$ cat src/design/bawn_pkg.sv
// Shared types and constants for the backward affine warp core.
// No dependencies; imported by the top level, controller, datapath and checker.
`timescale 1ns / 1ps

package bawn_pkg;

    // Geometry and fixed-point format
    localparam int MAX_ROWS   = 256;
    localparam int MAX_COLS   = 256;
    localparam int FRAC_BITS  = 16;

    // Field widths fixed by the interface
    localparam int PIX_W      = 8;
    localparam int COORD_W    = 8;
    localparam int DIM_W      = 9;
    localparam int COEF_W     = 32;
    localparam int CFG_IDX_W  = 3;
    localparam int CFG_DATA_W = 32;

    // Frame store
    localparam int DEPTH      = MAX_ROWS * MAX_COLS;
    localparam int ADDR_W     = $clog2(DEPTH);
    localparam int RIDX_W     = $clog2(MAX_ROWS);
    localparam int CIDX_W     = $clog2(MAX_COLS);

    // Arithmetic widths: unsigned coord (as signed) times signed coefficient,
    // then a three-term sum, then the fraction dropped.
    localparam int PROD_W     = COORD_W + 1 + COEF_W;
    localparam int SUM_W      = PROD_W + 2;
    localparam int Q_W        = SUM_W - FRAC_BITS;
    localparam int CMP_W      = 14;

    localparam logic MODE_LOAD  = 1'b0;
    localparam logic MODE_FETCH = 1'b1;

    typedef enum logic [CFG_IDX_W-1:0] {
        REG_FRAME_ROWS        = 3'd0,
        REG_FRAME_COLS        = 3'd1,
        REG_COEF_ROW_FROM_ROW = 3'd2,
        REG_COEF_COL_FROM_ROW = 3'd3,
        REG_COEF_ROW_FROM_COL = 3'd4,
        REG_COEF_COL_FROM_COL = 3'd5,
        REG_OFFSET_ROW        = 3'd6,
        REG_OFFSET_COL        = 3'd7
    } cfg_idx_t;

    // Controller to datapath
    typedef struct packed {
        logic load_wr;
        logic capture;
        logic mul_en;
        logic sum_en;
        logic addr_en;
        logic rd_en;
        logic out_load;
    } bawn_cmd_t;

    // Datapath to controller
    typedef struct packed {
        logic out_stall;
    } bawn_sts_t;

endpackage

$ cat src/design/bawn_ctrl.sv
// Sequencing state machine for the warp core.
// Depends on bawn_pkg for the command and status structs.
`timescale 1ns / 1ps

module bawn_ctrl (
    input  logic                clk,
    input  logic                rst_n,
    input  logic                in_valid,
    input  logic                in_mode,
    output logic                in_ready,
    input  bawn_pkg::bawn_sts_t sts,
    output bawn_pkg::bawn_cmd_t cmd
);
    import bawn_pkg::*;

    typedef enum logic [5:0] {
        S_IDLE = 6'b000001,
        S_MUL  = 6'b000010,
        S_SUM  = 6'b000100,
        S_ADDR = 6'b001000,
        S_READ = 6'b010000,
        S_OUT  = 6'b100000
    } state_t;

    state_t state_reg;
    state_t state_next;
    logic   accept;

    assign in_ready = (state_reg == S_IDLE);
    assign accept   = in_valid && in_ready;

    always_comb
    begin
        cmd          = '0;
        cmd.load_wr  = accept && (in_mode == MODE_LOAD);
        cmd.capture  = accept && (in_mode == MODE_FETCH);
        cmd.mul_en   = (state_reg == S_MUL);
        cmd.sum_en   = (state_reg == S_SUM);
        cmd.addr_en  = (state_reg == S_ADDR);
        cmd.rd_en    = (state_reg == S_READ);
        cmd.out_load = (state_reg == S_OUT) && !sts.out_stall;
    end

    always_comb
    begin
        state_next = state_reg;
        unique case (state_reg)
            S_IDLE: if (cmd.capture) state_next = S_MUL;
            S_MUL:  state_next = S_SUM;
            S_SUM:  state_next = S_ADDR;
            S_ADDR: state_next = S_READ;
            S_READ: state_next = S_OUT;
            S_OUT:  if (!sts.out_stall) state_next = S_IDLE;
            default: state_next = S_IDLE;
        endcase
    end

    always_ff @(posedge clk or negedge rst_n)
    begin
        if (!rst_n)
            state_reg <= S_IDLE;
        else
            state_reg <= state_next;
    end

endmodule

$ cat config.mk
export PLATFORM = sky130hd
export DESIGN_NAME = bawn_ctrl
export DESIGN_NICKNAME = d
export VERILOG_FILES = /design/src/design/bawn_pkg.sv /design/src/design/bawn_ctrl.sv
export SDC_FILE = /design/constraint.sdc
export NUM_CORES = 1
export LEC_CHECK = 0
export BUFFER_PORTS_ARGS = -buffer_cell sky130_fd_sc_hd__buf_2
export CORE_AREA = 5 5 42 44
export DETAILED_ROUTE_END_ITERATION = 7
export DIE_AREA = 0 0 47 49
export PLACE_DENSITY_LB_ADDON = 0.08
export SETUP_SLACK_MARGIN = 0.5
export SKIP_LAST_GASP = 1
export SLEW_MARGIN = 20
export SYNTH_ARGS = -nofsm -noshare
export SYNTH_HDL_FRONTEND = slang
export SYNTH_SLANG_ARGS = --single-unit
$ cat constraint.sdc
create_clock -name clk -period 1.45 [get_ports clk]
set_input_delay 0.145 -clock clk [delete_from_list [all_inputs] [get_ports clk]]
set_output_delay 0.145 -clock clk [all_outputs]
set_load 0.1 [all_outputs]
==> results by group <==
Status
  – Status: finished with violations
  – Violated checks: setup timing

Critical path
  – Worst Path Arrival: 1700 ps
  – Setup crit start kind: register
  – CP Data Required Time: 1310 ps
  – Reg2reg path depth: 4
  – Critical Path Start: state_reg[3]$_DFFE_PN0P_
  – RR Startpoint: state_reg[3]$_DFFE_PN0P_
  – Slowest cell delay on critical path: 560 ps
  – CP endpoint kind: output pin
  – Worst setup path end: cmd[0]
  – CP cell instances: or4_4, nor4b_4, buf_12
  – Crit path max-delay family: simple AND/OR/NAND/NOR gates
  – Crit-path max FO: 3
  – Buffers & Inverters on Critical Path: 1
  – CP Depth: 3
  – Reg2reg end: state_reg[0]$_DFFE_PN1P_
  – FF-to-FF setup slack: 50 ps
  – Worst setup path category: reg -> out
  – CP max-delay cell: or4_4

Die
  – Core area: 1400 um2
  – Die area: 2300 um2
  – Starting Density: 26.2%
  – Die width: 47 um
  – Die span in y: 49 um
  – Row count: 14
  – Total I/O pin count: 13

Drt
  – Vias post-DR: 393
  – Routed len/inst: 13.4 um
  – Detailed Routing Iterations Pass 1: 5
  – Routed WL: 1080 um
  – Via/cell ratio: 4.85
  – Remaining antenna violation count: 0
  – Drc violations: 0
  – Iter 0 DRT Violations: 6

Clock network
  – Total CTS buffers: 3
  – CTS tree: built
  – Clock Path Buffers: 2
  – H-tree levels: 1
  – Insertion delay to the later sink of the worst-skew pair: 250 ps
  – Clock Sink Count: 6
  – Root Buffer: clkbuf_4
  – Worst-path clk slew: 40 ps

GRT
  – Largest net degree at the start of global routing: 7
  – Global-route wire length before repair: 1840 um
  – GR Overflow Total: 0
  – GRT Total Usage: 11.7%
  – Initial antenna violation count: 0
  – Number of global-route vias before repair: 441
  – Gr busiest metal: met2
  – Grt met1 use: 10.1%
  – Grt met3 use: 3.32%
  – GR Util met2: 21.0%

Logic synthesis
  – Post-synth EDFFs: 0
  – Adder-Cell Fraction of Synth Area: 0%
  – Commonest cells post-synth: nor2_1 (6), dfrtp_1 (5)
  – Largest family of logic cells by synthesized area: simple AND/OR/NAND/NOR gates
  – Complex-gate fraction of the synthesized area: 6.83%
  – Library cells used by synthesis: 21
  – Syn nets: 40
  – Most used DFF post-synth: dfrtp_1
  – Post-Synth Simple-Gate Area: 48.5%
  – Synth top area share: 34.1%
  – Mean post-synth cell area: 10.5 um2
  – Post-synthesis mux area share: 0%
  – Synthesized cell area: 367 um2
  – Yosys top cell by area: dfrtp_1
  – Synth Register Bits: 6
  – Xor/xnor share of the synthesized area: 2.39%
  – Asr flop ratio synth: 100%
  – Ranking of synthesized cells by area: dfrtp_1 (34%), dfstp_2 (7.2%), nor4b_4 (6.5%)
  – Synth Instances: 35
  – Top-count cell post-synth: nor2_1
  – Warnings from Yosys: 0
  – Sequential fraction of the synthesis area: 41.3%

Power
  – Clock power frac: 13.6%
  – Part of the power in registers: 18.3%
  – Internal: 0.000652 W
  – Switch share: 46.8%
  – P per Cell Area: 1570 nW/um2
  – VDD IR max: 0.00112 V
  – Leakage: 0.341 nW
  – Sw Pwr: 0.000573 W
  – Combinational power share: 68.1%

Finish
  – Max FFs per register: 6
  – # fillers: 136
  – Share of layout cells above drive strength 1: 69.2%
  – Area growth, synth to finish: 113%
  – Fin area: 781 um2
  – Antenna diodes: 0
  – Core Util, Final: 55.7%
  – Nets: 71

Placed design
  – Hpwl dp: 876 um
  – Post-DP Area: 668 um2
  – Pre-CTS setup slack: -174 ps
  – Routability cong.: 0.838
  – Buffers on Ports: 12

STA
  – Fin. max-slew vios: 0
  – Worst Clk Skew: 2.64 ps
  – Actual slew at the worst max-slew pin: 311 ps
  – Final worst slack: -397 ps
  – Final hold vios: 0
  – Final setup vio count: 8
  – Max frequency: 542 MHz
  – Worst slew margin: 79.1%
  – Fin crit period: 1850 ps
  – Unrepaired setup endpoints after global routing: true
  – Crit share post-route: 127%

Job
  – Max-cap violation count: 0

Hold path
  – Worst hold start: in_valid
  – Hold Crit Class: in -> reg
==> per-layer routing <==
metal | up-vias | part of all wire [%]
met2 | 14 | 58
met4 | 0 | 3.3
li1 | 189 | -
met3 | 4 | 7.7
met1 | 186 | 31
met5 | - | 0
==> power by group through the flow <==
stage / clock network [W] / registers [W] / logic, W
6_report: 0.000166 / 0.000225 / 0.000834
5_1_grt: 0.000185 / 0.000228 / 0.000880
4_1_cts: 0.000171 / 0.000225 / 0.000841
3_5_place_dp: 0 / 0.000224 / 0.000763
3_3_place_gp: 0 / 0.000223 / 0.000752
2_1_floorplan: 0 / 0.000238 / 0.000470
==> logic make-up after synthesis <==
| family | count (synthesis) |
|---|---|
| AOI/OAI and AO/OA | 3 |
| xor gates and xnor gates | 1 |
| buffers and inverters | 1 |
| and+or+nand+nor | 24 |
| DFF | 6 |
==> how the worst min path moves through the flow <==
stage                                          end  slack [ps]  cells past startpoint
final                     state_reg[1]$_DFFE_PN0P_         240                      3
after global placement    state_reg[2]$_DFFE_PN0P_         -30                      1
after floorplan           state_reg[1]$_DFFE_PN0P_        -150                      0
after global routing      state_reg[4]$_DFFE_PN0P_         240                      2
after CTS                 state_reg[1]$_DFFE_PN0P_         230                      3
after detailed placement  state_reg[4]$_DFFE_PN0P_         -30                      1
==> through the flow <==
step,hold WS (ps),TNS [ps],power (W),std cells
after CTS,231,-1990,0.00124,81
after global placement,-29.2,-235,0.000976,72
after floorplan,-151,-2070,0.000707,35
after detailed placement,-26.8,-303,0.000987,72
final,237,-1920,0.00123,81
after global routing,240,-2550,0.00129,81
==> final cells by class <==
type / instances / area (um2) / share of cell area [%]
timing repair buffer: 26 / 299 / 38.3
clock buffer: 4 / 26.3 / 3.37
tap: 16 / 20.0 / 2.56
inverter: 1 / 7.51 / 0.962
multi-input combinational: 28 / 277 / 35.4
sequential: 6 / 151 / 19.4
==> placed cells by master, fill, tap and decap left out, drive strengths merged <==
cell type | synthesis | routed
a21oi | 1 | 1
a221o | 1 | 1
a31oi | 1 | 1
and3 | 2 | 2
and3b | 2 | 2
and4b | 2 | 2
buf | 0 | 25
clkbuf | 0 | 4
clkinvlp | 0 | 1
dfrtp | 5 | 5
dfstp | 1 | 1
dlygate4sd3 | 0 | 1
nand2 | 2 | 2
nand2b | 1 | 1
nand3 | 1 | 1
nand3b | 1 | 1
nor2 | 6 | 6
nor2b | 2 | 2
nor3b | 1 | 1
nor4 | 1 | 1
nor4b | 2 | 2
or4 | 1 | 1
xor2 | 1 | 1
==> worst register-to-register path, cell delays in order (launching register included) <==
cell     delay, ps
dfrtp_1        390
or4_4          560
buf_4          180
a21oi_4        130
a31oi_1         60
==> timing repair <==
action | in CTS | in global routing
pin swaps | 5 | 2
hold endpoints to repair | 6 | 0
hold buffers | 1 | 0
setup buffers | 4 | 0
endpoints found under the setup margin | 14 | 14
gates resized for setup | 10 | 1
Note: power is estimated with default switching activity, not from simulation.
